==> src/rtl/gsap_pkg.sv <==
// ----------------------------------------------------------------------------
// gsap_pkg
// Shared widths, register indexes and types for the gas sensor average and
// forecast block.
// ----------------------------------------------------------------------------
`default_nettype none

package gsap_pkg;

  // window depth and derived widths
  localparam int WINDOW  = 5;
  localparam int ADDR_W  = (WINDOW > 1) ? $clog2(WINDOW) : 1;
  localparam int CNT_W   = $clog2(WINDOW + 1);

  // field widths
  localparam int SAMPLE_W = 16;
  localparam int AVG_W    = 24;
  localparam int WEIGHT_W = 24;
  localparam int ICPT_W   = 32;
  localparam int DATA_W   = 32;
  localparam int CFG_IDX_W = 2;

  // datapath widths
  localparam int SUM_W   = SAMPLE_W + $clog2(WINDOW);
  localparam int DIVD_W  = SUM_W + 8;
  localparam int STEP_W  = $clog2(DIVD_W + 1);
  localparam int PROD_W  = WEIGHT_W + AVG_W + 1;
  localparam int ACC_W   = PROD_W + 1;
  localparam int SHIFT_W = ACC_W - 1 - 16;
  localparam int ENTRY_W = 2 * SAMPLE_W;

  // configuration register indexes
  localparam logic [CFG_IDX_W-1:0] CFG_WEIGHT_ECO2 = 2'd0;
  localparam logic [CFG_IDX_W-1:0] CFG_WEIGHT_TVOC = 2'd1;
  localparam logic [CFG_IDX_W-1:0] CFG_INTERCEPT   = 2'd2;

  // reset values of the predictor coefficients
  localparam logic signed [WEIGHT_W-1:0] WEIGHT_ECO2_RST = 24'sd43698;
  localparam logic signed [WEIGHT_W-1:0] WEIGHT_TVOC_RST = -24'sd251053;
  localparam logic signed [ICPT_W-1:0]   INTERCEPT_RST   = -32'sd16508720;

  // window memory write port
  typedef struct packed {
    logic               en;
    logic [ADDR_W-1:0]  addr;
    logic [ENTRY_W-1:0] data;
  } win_wr_t;

endpackage

`default_nettype wire

==> src/rtl/gsap_window_ram.sv <==
// ----------------------------------------------------------------------------
// gsap_window_ram
// Sample window storage: one entry per slot holding the eCO2 and TVOC pair,
// one write and one registered read per cycle.
// ----------------------------------------------------------------------------
`default_nettype none

module gsap_window_ram
  import gsap_pkg::*;
(
  input  wire logic               clk,
  input  wire win_wr_t            wr,
  input  wire logic               rd_en,
  input  wire logic [ADDR_W-1:0]  rd_addr,
  output logic      [ENTRY_W-1:0] rd_data
);

  logic [ENTRY_W-1:0] mem [WINDOW];

  // write port
  always_ff @(posedge clk) begin
    if (wr.en) begin
      mem[wr.addr] <= wr.data;
    end
  end

  // registered read port
  always_ff @(posedge clk) begin
    if (rd_en) begin
      rd_data <= mem[rd_addr];
    end
  end

endmodule

`default_nettype wire

==> src/rtl/gsap_div.sv <==
// ----------------------------------------------------------------------------
// gsap_div
// Restoring divider, one quotient bit per cycle: scaled window sum divided
// by the number of samples in the window.
// ----------------------------------------------------------------------------
`default_nettype none

module gsap_div
  import gsap_pkg::*;
(
  input  wire logic              clk,
  input  wire logic              rst,
  input  wire logic              start,
  input  wire logic [SUM_W-1:0]  sum,
  input  wire logic [CNT_W-1:0]  divisor,
  output logic                   done,
  output logic [AVG_W-1:0]       quotient
);

  logic [DIVD_W-1:0] quo;
  logic [CNT_W-1:0]  rem;
  logic [CNT_W-1:0]  div_q;
  logic [STEP_W-1:0] steps;
  logic              busy;
  logic [CNT_W:0]    rem_sh;
  logic [CNT_W:0]    rem_sub;
  logic              ge;

  // one restoring step
  always_comb begin
    rem_sh  = {rem, quo[DIVD_W-1]};
    rem_sub = rem_sh - {1'b0, div_q};
    ge      = (rem_sh >= {1'b0, div_q});
  end

  // control
  always_ff @(posedge clk) begin
    if (rst) begin
      busy  <= 1'b0;
      done  <= 1'b0;
      steps <= '0;
    end else begin
      done <= 1'b0;
      if (start) begin
        busy  <= 1'b1;
        steps <= STEP_W'(DIVD_W);
      end else if (busy) begin
        steps <= steps - 1'b1;
        if (steps == STEP_W'(1)) begin
          busy <= 1'b0;
          done <= 1'b1;
        end
      end
    end
  end

  // datapath, dividend shifts out as quotient shifts in
  always_ff @(posedge clk) begin
    if (start) begin
      quo   <= {sum, 8'd0};
      rem   <= '0;
      div_q <= divisor;
    end else if (busy) begin
      quo <= {quo[DIVD_W-2:0], ge};
      rem <= ge ? rem_sub[CNT_W-1:0] : rem_sh[CNT_W-1:0];
    end
  end

  assign quotient = quo[AVG_W-1:0];

endmodule

`default_nettype wire

==> src/rtl/gsap_predict.sv <==
// ----------------------------------------------------------------------------
// gsap_predict
// Linear TVOC predictor: two coefficient products, sum with the scaled
// intercept, then floor to Q16.8 with clamp and saturation.
// ----------------------------------------------------------------------------
`default_nettype none

module gsap_predict
  import gsap_pkg::*;
(
  input  wire logic                       clk,
  input  wire logic                       rst,
  input  wire logic                       start,
  input  wire logic        [AVG_W-1:0]    eco2_avg,
  input  wire logic        [AVG_W-1:0]    tvoc_avg,
  input  wire logic signed [WEIGHT_W-1:0] w_eco2,
  input  wire logic signed [WEIGHT_W-1:0] w_tvoc,
  input  wire logic signed [ICPT_W-1:0]   icpt,
  output logic                            done,
  output logic             [AVG_W-1:0]    forecast
);

  logic signed [PROD_W-1:0] prod_e;
  logic signed [PROD_W-1:0] prod_t;
  logic signed [ACC_W-1:0]  acc;
  logic signed [ACC_W-1:0]  acc_next;
  logic [SHIFT_W-1:0]       floored;
  logic [AVG_W-1:0]         forecast_next;
  logic                     v1;
  logic                     v2;

  // sum of products and intercept at 24 fractional bits
  always_comb begin
    acc_next = {{(ACC_W-PROD_W){prod_e[PROD_W-1]}}, prod_e}
             + {{(ACC_W-PROD_W){prod_t[PROD_W-1]}}, prod_t}
             + {{(ACC_W-ICPT_W-8){icpt[ICPT_W-1]}}, icpt, 8'd0};
  end

  // floor to Q16.8, clamp negative to zero, saturate on top
  always_comb begin
    floored = acc[ACC_W-2:16];
    if (acc[ACC_W-1]) begin
      forecast_next = '0;
    end else if (|floored[SHIFT_W-1:AVG_W]) begin
      forecast_next = '1;
    end else begin
      forecast_next = floored[AVG_W-1:0];
    end
  end

  // stage valids
  always_ff @(posedge clk) begin
    if (rst) begin
      v1   <= 1'b0;
      v2   <= 1'b0;
      done <= 1'b0;
    end else begin
      v1   <= start;
      v2   <= v1;
      done <= v2;
    end
  end

  // product, sum and result registers
  always_ff @(posedge clk) begin
    prod_e   <= PROD_W'(w_eco2) * PROD_W'($signed({1'b0, eco2_avg}));
    prod_t   <= PROD_W'(w_tvoc) * PROD_W'($signed({1'b0, tvoc_avg}));
    if (v1) begin
      acc <= acc_next;
    end
    if (v2) begin
      forecast <= forecast_next;
    end
  end

endmodule

`default_nettype wire

==> src/rtl/gas_sensor_average_and_predict.sv <==
// ----------------------------------------------------------------------------
// gas_sensor_average_and_predict
// Windowed eCO2/TVOC averaging with a linear TVOC forecast.
//
//   channel   signals                                      direction
//   input     in_valid, in_ready, eco2_sample, tvoc_sample   in
//   output    out_valid, out_ready, eco2_average,            out
//             tvoc_average, tvoc_forecast
//   config    cfg_valid, cfg_ready, cfg_index, cfg_data      in
//
// An item passes through these steps in order: one write beat, one memory
// read per stored sample, the registered read, one divider start, the
// divider steps and the done flag, three predictor stages and one output
// load. The divider, at one quotient bit per cycle, is the longest step.
// Reset clears the slot pointer and the fill count and loads the coefficient
// reset values; the window memory needs no clearing since only written entries are read.
// A new beat is taken while a finished result still waits at the output.
// ----------------------------------------------------------------------------
`default_nettype none

module gas_sensor_average_and_predict
  import gsap_pkg::*;
(
  input  wire logic                  clk,
  input  wire logic                  rst,
  input  wire logic                  in_valid,
  output logic                       in_ready,
  input  wire logic [SAMPLE_W-1:0]   eco2_sample,
  input  wire logic [SAMPLE_W-1:0]   tvoc_sample,
  output logic                       out_valid,
  input  wire logic                  out_ready,
  output logic      [AVG_W-1:0]      eco2_average,
  output logic      [AVG_W-1:0]      tvoc_average,
  output logic      [AVG_W-1:0]      tvoc_forecast,
  input  wire logic                  cfg_valid,
  output logic                       cfg_ready,
  input  wire logic [CFG_IDX_W-1:0]  cfg_index,
  input  wire logic [DATA_W-1:0]     cfg_data
);

  typedef enum logic [2:0] {
    S_IDLE,
    S_SUM,
    S_DIV,
    S_PRED,
    S_OUT
  } state_t;

  state_t state;

  logic signed [WEIGHT_W-1:0] weight_eco2;
  logic signed [WEIGHT_W-1:0] weight_tvoc;
  logic signed [ICPT_W-1:0]   intercept;

  logic [ADDR_W-1:0]  write_slot;
  logic [CNT_W-1:0]   filled_count;
  logic [CNT_W-1:0]   rd_idx;
  logic               rd_pend;
  logic [SUM_W-1:0]   sum_e;
  logic [SUM_W-1:0]   sum_t;

  win_wr_t            wr;
  logic               rd_en;
  logic [ENTRY_W-1:0] rd_data;
  logic               in_beat;
  logic               out_load;
  logic               div_start;
  logic               div_done_e;
  logic               div_done_t;
  logic [AVG_W-1:0]   avg_e;
  logic [AVG_W-1:0]   avg_t;
  logic               pred_start;
  logic               pred_done;
  logic [AVG_W-1:0]   forecast;

  assign in_ready  = !rst && (state == S_IDLE);
  assign cfg_ready = !rst;
  assign in_beat   = in_valid && in_ready;
  assign out_load  = (state == S_OUT) && (!out_valid || out_ready);

  // sample write into the window
  always_comb begin
    wr.en   = in_beat;
    wr.addr = write_slot;
    wr.data = {eco2_sample, tvoc_sample};
  end

  // sequential read over the filled entries
  assign rd_en      = (state == S_SUM) && (rd_idx < filled_count);
  assign div_start  = (state == S_SUM) && !rd_en && !rd_pend;
  assign pred_start = (state == S_DIV) && div_done_e && div_done_t;

  // configuration registers
  always_ff @(posedge clk) begin
    if (rst) begin
      weight_eco2 <= WEIGHT_ECO2_RST;
      weight_tvoc <= WEIGHT_TVOC_RST;
      intercept   <= INTERCEPT_RST;
    end else if (cfg_valid && cfg_ready) begin
      case (cfg_index)
        CFG_WEIGHT_ECO2: weight_eco2 <= cfg_data[WEIGHT_W-1:0];
        CFG_WEIGHT_TVOC: weight_tvoc <= cfg_data[WEIGHT_W-1:0];
        CFG_INTERCEPT:   intercept   <= cfg_data;
        default: ;
      endcase
    end
  end

  // sequencer, window pointers and output register
  always_ff @(posedge clk) begin
    if (rst) begin
      state        <= S_IDLE;
      write_slot   <= '0;
      filled_count <= '0;
      rd_idx       <= '0;
      rd_pend      <= 1'b0;
      out_valid    <= 1'b0;
    end else begin
      if (out_load) begin
        out_valid <= 1'b1;
      end else if (out_valid && out_ready) begin
        out_valid <= 1'b0;
      end
      case (state)
        S_IDLE: begin
          if (in_beat) begin
            write_slot <= (write_slot == ADDR_W'(WINDOW - 1)) ? '0 : write_slot + 1'b1;
            if (filled_count != CNT_W'(WINDOW)) begin
              filled_count <= filled_count + 1'b1;
            end
            rd_idx  <= '0;
            rd_pend <= 1'b0;
            state   <= S_SUM;
          end
        end
        S_SUM: begin
          rd_pend <= rd_en;
          if (rd_en) begin
            rd_idx <= rd_idx + 1'b1;
          end
          if (div_start) begin
            state <= S_DIV;
          end
        end
        S_DIV: begin
          if (pred_start) begin
            state <= S_PRED;
          end
        end
        S_PRED: begin
          if (pred_done) begin
            state <= S_OUT;
          end
        end
        S_OUT: begin
          if (out_load) begin
            eco2_average  <= avg_e;
            tvoc_average  <= avg_t;
            tvoc_forecast <= forecast;
            state         <= S_IDLE;
          end
        end
        default: state <= S_IDLE;
      endcase
    end
  end

  // window sums, fed by the registered memory read
  always_ff @(posedge clk) begin
    if (in_beat) begin
      sum_e <= '0;
      sum_t <= '0;
    end else if (state == S_SUM && rd_pend) begin
      sum_e <= sum_e + SUM_W'(rd_data[ENTRY_W-1:SAMPLE_W]);
      sum_t <= sum_t + SUM_W'(rd_data[SAMPLE_W-1:0]);
    end
  end

  gsap_window_ram u_ram (
    .clk     (clk),
    .wr      (wr),
    .rd_en   (rd_en),
    .rd_addr (rd_idx[ADDR_W-1:0]),
    .rd_data (rd_data)
  );

  gsap_div u_div_eco2 (
    .clk      (clk),
    .rst      (rst),
    .start    (div_start),
    .sum      (sum_e),
    .divisor  (filled_count),
    .done     (div_done_e),
    .quotient (avg_e)
  );

  gsap_div u_div_tvoc (
    .clk      (clk),
    .rst      (rst),
    .start    (div_start),
    .sum      (sum_t),
    .divisor  (filled_count),
    .done     (div_done_t),
    .quotient (avg_t)
  );

  gsap_predict u_pred (
    .clk      (clk),
    .rst      (rst),
    .start    (pred_start),
    .eco2_avg (avg_e),
    .tvoc_avg (avg_t),
    .w_eco2   (weight_eco2),
    .w_tvoc   (weight_tvoc),
    .icpt     (intercept),
    .done     (pred_done),
    .forecast (forecast)
  );

endmodule

`default_nettype wire

==> config.mk <==
export PLATFORM = sky130hd
export DESIGN_NAME = gas_sensor_average_and_predict
export DESIGN_NICKNAME = d
export VERILOG_FILES = /design/src/rtl/gsap_pkg.sv /design/src/rtl/gsap_window_ram.sv /design/src/rtl/gsap_div.sv /design/src/rtl/gsap_predict.sv /design/src/rtl/gas_sensor_average_and_predict.sv
export SDC_FILE = /design/constraint.sdc
export NUM_CORES = 2
export LEC_CHECK = 0
export BUFFER_PORTS_ARGS = -buffer_cell sky130_fd_sc_hd__buf_2
export CAP_MARGIN = 40
export CORE_ASPECT_RATIO = 1.4
export CORE_MARGIN = 4
export CORE_UTILIZATION = 30
export DETAILED_ROUTE_END_ITERATION = 10
export PLACE_DENSITY_LB_ADDON = 0.2
export SETUP_SLACK_MARGIN = 0.15
export SLEW_MARGIN = 40
export SYNTH_ARGS = -nofsm -noshare
export SYNTH_HDL_FRONTEND = slang
export SYNTH_SLANG_ARGS = --single-unit
==> constraint.sdc <==
create_clock -name clk -period 8.1 [get_ports clk]
set_clock_uncertainty 0.2 [all_clocks]
set_input_delay 1.215 -clock clk [delete_from_list [all_inputs] [get_ports clk]]
set_output_delay 1.215 -clock clk [all_outputs]
set_load 0.05 [all_outputs]
# Word-level counts from Yosys, hierarchy flattened
# Memories as Yosys holds them, arrays and structs flattened. A register that Yosys moved wholly into a read port is not among the register bits.
# Index checks and enable logic that the tools add are counted.
dict set report classes {
  add_sub_neg 11
  multipliers 2
  magnitude_cmp 3
  n_eq_ne 16
  muxes 35
  bitwise 3
  n_reduce_logical 35
}
# operator n
set op_table {}
lappend op_table {{27-bit 2-to-1 mux} 4}
lappend op_table {{24-bit by 25-bit multiplier with 49-bit output} 2}
lappend op_table {{49-bit by 49-bit adder with 50-bit output} 1}
lappend op_table {{50-bit adder} 1}
lappend op_table {{19-bit by 16-bit adder with 19-bit output} 2}
lappend op_table {{3-bit 2-to-1 mux} 10}
lappend op_table {{24-bit 2-to-1 mux} 1}
lappend op_table {{5-bit 2-to-1 mux} 4}
lappend op_table {{3-bit case mux with 5 select lines} 1}
lappend op_table {{1-bit 2-to-1 mux} 13}
lappend op_table {{1-bit logical AND} 11}
lappend op_table {{5-bit by 1-bit equality test with 1-bit output, second input constant} 2}
lappend op_table {{2-bit AND reduction} 5}
lappend op_table {{5-bit by 1-bit subtractor with 5-bit output, second input constant} 2}
lappend op_table {{3-bit by 1-bit adder with 3-bit output, second input constant} 3}
lappend op_table {{3-bit AND reduction} 3}
lappend op_table {{9-bit OR reduction} 1}
lappend op_table {{4-bit by 3-bit greater-or-equal comparator with 1-bit output} 2}
lappend op_table {{2-bit != test, second input constant} 4}
lappend op_table {{2-bit nonzero test} 4}
lappend op_table {{3-bit by 2-bit equality test with 1-bit output, second input constant} 2}
lappend op_table {{3-bit equality test, second input constant} 2}
lappend op_table {{3-bit case mux with 2 select lines} 1}
lappend op_table {{3-bit OR reduction} 2}
lappend op_table {{15 further kinds} 22}
dict set report word_totals {
  ff_bits 456
  ram_bits 160
  input_bits 71
  out_inout_bits 75
  elab_cells 142
  memories 1
}
# memory words width rd rd_clocked_by_memory_dff wr line
set mem_list {}
lappend mem_list {u_ram.mem 5 32 1 1 1 gsap_window_ram.sv:18} ;# logic [ENTRY_W-1:0] mem [WINDOW];

# Logic depth before layout (Yosys ltp)
dict set report logic_depth {
  ltp_word 7
  depth_mapped 28
  mapped_depth_nobuf 26
}

# Hierarchy
# Synthesis repeated with hierarchy kept, for this count alone.
dict set report unflattened {
  cells_unflattened 6602
  area_unflattened_um2 65437.8
}
# module instances cells_each area_per_inst_um2
set by_module_without_submodules {}
lappend by_module_without_submodules {gsap_predict 1 5021 45989.1}
lappend by_module_without_submodules {gas_sensor_average_and_predict 1 874 8471.9}
lappend by_module_without_submodules {gsap_window_ram 1 381 7230.7}
lappend by_module_without_submodules {gsap_div 2 163 1873.0}

# Least setup slack after synthesis
# No wires, ideal clock.
dict set report synth_path {
  path_kind {input to register}
  start {input port rst}
  end {memory u_ram.mem[1][0] (netlist bit) (enable)}
  setup_time_ps 502
  arrival_ps 6605
  path_slack_ps 794
  cell_stages 4
  path_cell_list {nor4_1 nand2_1 clkbuf_1 nor4_1}
}
dict set report synth_via {
  elab_chain_len 5
}
# element line
set synth_lines {}
lappend synth_lines {{from (decl)} gas_sensor_average_and_predict.sv:25} ;# input wire logic rst,
lappend synth_lines {{1-bit zero test} gas_sensor_average_and_predict.sv:76} ;# assign in_ready = !rst && (state == S_IDLE);
lappend synth_lines {{1-bit logical AND} gas_sensor_average_and_predict.sv:76}
lappend synth_lines {{1-bit logical AND} gas_sensor_average_and_predict.sv:78} ;# assign in_beat = in_valid && in_ready;
lappend synth_lines {{1-bit 2-to-1 mux} gsap_window_ram.sv:22} ;# if (wr.en) begin
lappend synth_lines {{1-bit 2-to-1 mux (implied by the code)} gsap_window_ram.sv:23} ;# mem[wr.addr] <= wr.data;
lappend synth_lines {{to (decl)} gsap_window_ram.sv:18}
# Every way passes these cells.

# Worst setup path in the final report
dict set report layout_path {
  start {register weight_tvoc[7]}
  end {register u_pred.prod_t[44]}
}
dict set report layout_via {
  elab_chain_len 1
}
# element line
set layout_lines {}
lappend layout_lines {{from (decl)} gas_sensor_average_and_predict.sv:52} ;# logic signed [WEIGHT_W-1:0] weight_tvoc;
lappend layout_lines {{from (signal assigned)} gas_sensor_average_and_predict.sv:102} ;# CFG_WEIGHT_TVOC: weight_tvoc <= cfg_data[WEIGHT_W-1:0];
lappend layout_lines {{24-bit by 25-bit multiplier with 49-bit output} gsap_predict.sv:67} ;# prod_t <= PROD_W'(w_tvoc) * PROD_W'($signed({1'b0, tvoc_avg}));
lappend layout_lines {{to (signal assigned)} gsap_predict.sv:67}
lappend layout_lines {{to (decl)} gsap_predict.sv:24} ;# logic signed [PROD_W-1:0] prod_t;
# Every way passes these cells.
# A chain may end at the register's enable or synchronous reset.

==> qor.yml <==
cp.required_ns: 8.45
synthFlopType: "edfxtp_1"
setup_violations: 0
final_core_util_pct: 33.8
grt_util_all_layers_pct: 17.9
synthArstFlopShare_pct: 0
yosys_warnings: 0
synth_seq_area_share_pct: 25.4
grt_pass1_vias: 48920
max_freq_mhz: 131
die_h_um: 555
dr.pass1.iters: 5
drc: 0
synthesis.nets: 7970
ctsHtreeMaxLevel: 3
rsz0062_at_grt: "no"
cts_buffer_depth: 3
hold_viol_final: 0
synth_compound_area_share_pct: 5.42
cts_sinks: 632
ctsHoldBuffers: 0
synth.avg_cell_area_um2: 10.0
clk_pin_slew_ns: 0.07
synth-simple-area-share_pct: 15.0
crit_path_frequent_cell: "fa_1"
viasPerCell: 4.71
num_vias: 44253
synth_fa_ha_area_share_pct: 41.4
crit_path_max_incr_delay_ns: 0.81
crit_path_max_fanout: 15
grt_pass1_wl_um: 301000
insertion_delay_ns: 0.69
reg2regPathDepth: 23
maxCapViolations: 0
whs_path_depth: 0
dp_hpwl_um: 157000
syn_area_um2: 64000
core_area_um2: 212000
synth_top_family_by_area: "adder cells"
cts_root_buf: "clkbuf_16"
synth_xor_area_share_pct: 2.13
antenna_found_initial: 6
syn_to_final_growth_pct: 11.8
gp_congestion: 0.884
drtAntennaViolNets: 0
num_io_pins: 146
drt-total-wl_um: 196000
max_slew.worst_pin.slew_ns: 0.827
synth_cell_type_count: 78
start_util_pct: 30.2
drtIter0Drc: 2145
cts_tree: "built"
dieArea_um2: 221000
worstHoldPathType: "reg2reg"
wl_per_cell_um: 20.9
synthMuxAreaShare_pct: 2.11
portBuffers: 145
ys_ff_latch: 632
rows: 200
die_w_um: 398
min_period_ns: 7.63
slew_viol_final: 0
syn_inst: 6383
period_share_pct: 94.2
crit_chain: "and2_1 > fa_1 > fa_1 > inv_1 > fa_1 > fa_1 > inv_1 > fa_1 > fa_1 > inv_1 > fa_1 > inv_1 > ha_1 > a21o_1 > a221oi_1 > o21bai_1 > a21oi_1 > o21ai_4 > a21oi_2 > o31ai_4 > a41oi_2 > o31ai_2 > xnor2_1"
cts_buffers: 76
outcome: "finished clean"
grt_max_degree: 63
critPathKind: "reg2reg"
fin_setup_tns_ns: 0
synth_edf_count: 363
critPathLaunchType: "flip-flop"
cp.arrival_ns: 7.98
cp-end-kind: "flip-flop"
grt.overflow.total: 0
cp_slowest_cell: "dfxtp_1"
slew_headroom_pct: 44.8
nets: 8097
drive_gt1_share_pct: 9.20
==> stage by stage <==
stage / hold slack [ns] / setup WS (ns) / std cells / instance area (µm²)
after floorplan: 0.200 / 0.794 / 6383 / 64000
after CTS: 0.209 / 0.404 / 9381 / 71400
after global placement: 0.208 / 0.381 / 9238 / 68700
after detailed placement: 0.205 / 0.437 / 9239 / 68700
final: 0.200 / 0.470 / 9405 / 71600
after global routing: 0.217 / 0.150 / 9403 / 71600
==> repair_timing <==
action,in CTS,in global routing
setup buffers,0,21
hold endpoints to repair,0,0
endpoints found under the setup margin,0,8
gates resized for setup,0,8
==> critical path, delay by kind of cell (launching register included) <==
| family | cells | cell delay [ns] |
|---|---|---|
| adders and majority gates | 8 | 3.86 |
| AOI/OAI and AO/OA | 9 | 1.98 |
| DFF | 1 | 0.81 |
| and+or+nand+nor | 1 | 0.25 |
| buffers and inverters | 4 | 0.23 |
| xor gates and xnor gates | 1 | 0.14 |
==> per-layer routing <==
| metal | track usage [%] | vias to the layer above | routed length (µm) |
|---|---|---|---|
| li1 | - | 20119 | - |
| met3 | 1.84 | 276 | 6710 |
| met4 | 6.54 | 2 | 8080 |
| met1 | 21.2 | 23058 | 78000 |
| met5 | 0 | - | 12 |
| met2 | 33.2 | 798 | 103000 |
==> cells in the mapped netlist (all sizes together), types with 95 or more instances <==
master  number  area share (%)
a21oi      233             1.8
and2       566             5.5
clkbuf     293             1.7
dfxtp      269             8.4
edfxtp     363              17
fa        1009              32
ha         507             9.9
inv       1138             6.7
nand2      914             5.4
nand3      125            0.98
nor2       169            0.99
o21ai       95            0.79
xnor2      108             1.5
==> kinds of logic after synthesis <==
logic type / Yosys count
buf+inv: 1442
mux: 91
compound gates: 551
xor+xnor: 156
flops: 632
simple gates: 1995
fa+ha+maj: 1516
==> final cells by class <==
cell class	count	area, µm²
antenna	3	7.51
multi-input combinational	4309	42400
fill	21986	141000
inverter	1138	4270
timing repair buffer	353	2440
clock inverter	54	622
clock buffer	88	2030
sequential	632	16300
tap	2828	3540
==> sequential cells by signal (all words and copies together), names as in the netlist, 5 cells and up <==
signal            flops
u_ram.mem           160
u_pred.prod_e        49
u_pred.prod_t        49
u_pred.acc           34
intercept            32
u_ram.rd_data        32
u_div_eco2.quo       27
u_div_tvoc.quo       27
eco2_average         24
tvoc_average         24
tvoc_forecast        24
u_pred.forecast      24
weight_eco2          24
weight_tvoc          24
sum_e                19
sum_t                19
u_div_eco2.steps      5
u_div_tvoc.steps      5
==> worst paths after layout <==
| path | to | startpoint | slack [ns] |
|---|---|---|---|
| max | u_pred.prod_t[44]$_DFF_P_ | weight_tvoc[7]$_SDFFE_PP0P_ | 0.47 |
| min | tvoc_forecast[16]$_DFFE_PP_ | u_pred.forecast[16]$_SDFFCE_PP0P_ | 0.20 |
| max reg2reg | u_pred.prod_t[44]$_DFF_P_ | weight_tvoc[7]$_SDFFE_PP0P_ | 0.47 |
| min reg2reg | tvoc_forecast[16]$_DFFE_PP_ | u_pred.forecast[16]$_SDFFCE_PP0P_ | 0.20 |
==> layout by cell type, fill, tap and decap left out, types with 7 or more instances in the layout <==
master	Yosys	layout
mux4_2	32	32
nand3_1	125	124
a31oi_1	15	15
ha_1	507	507
o21ai_0	68	67
clkbuf_1	293	7
a21oi_1	232	232
dfxtp_1	269	245
mux2i_1	27	27
buf_12	0	11
and3_1	24	23
buf_4	0	194
inv_1	1137	1136
nor2_1	169	169
o21bai_1	28	28
clkinv_1	0	9
o21ai_1	21	22
mux2_2	32	32
nand4_1	29	29
nand2b_1	47	47
buf_2	3	144
edfxtp_1	363	363
nand2_1	914	913
clkbuf_16	0	79
o21a_1	13	13
or3_1	10	8
clkinvlp_4	0	10
xnor2_1	108	108
fa_1	1009	1009
a211oi_1	25	25
xor2_1	48	48
nor3_1	39	38
nor2b_1	43	43
and2_1	564	563
a21o_1	68	68
dfxtp_2	0	23
clkinv_2	0	11
Power is left out: the tool's default activity adds up to more than one toggle a clock period on the data nets, which glitch-free logic cannot reach.
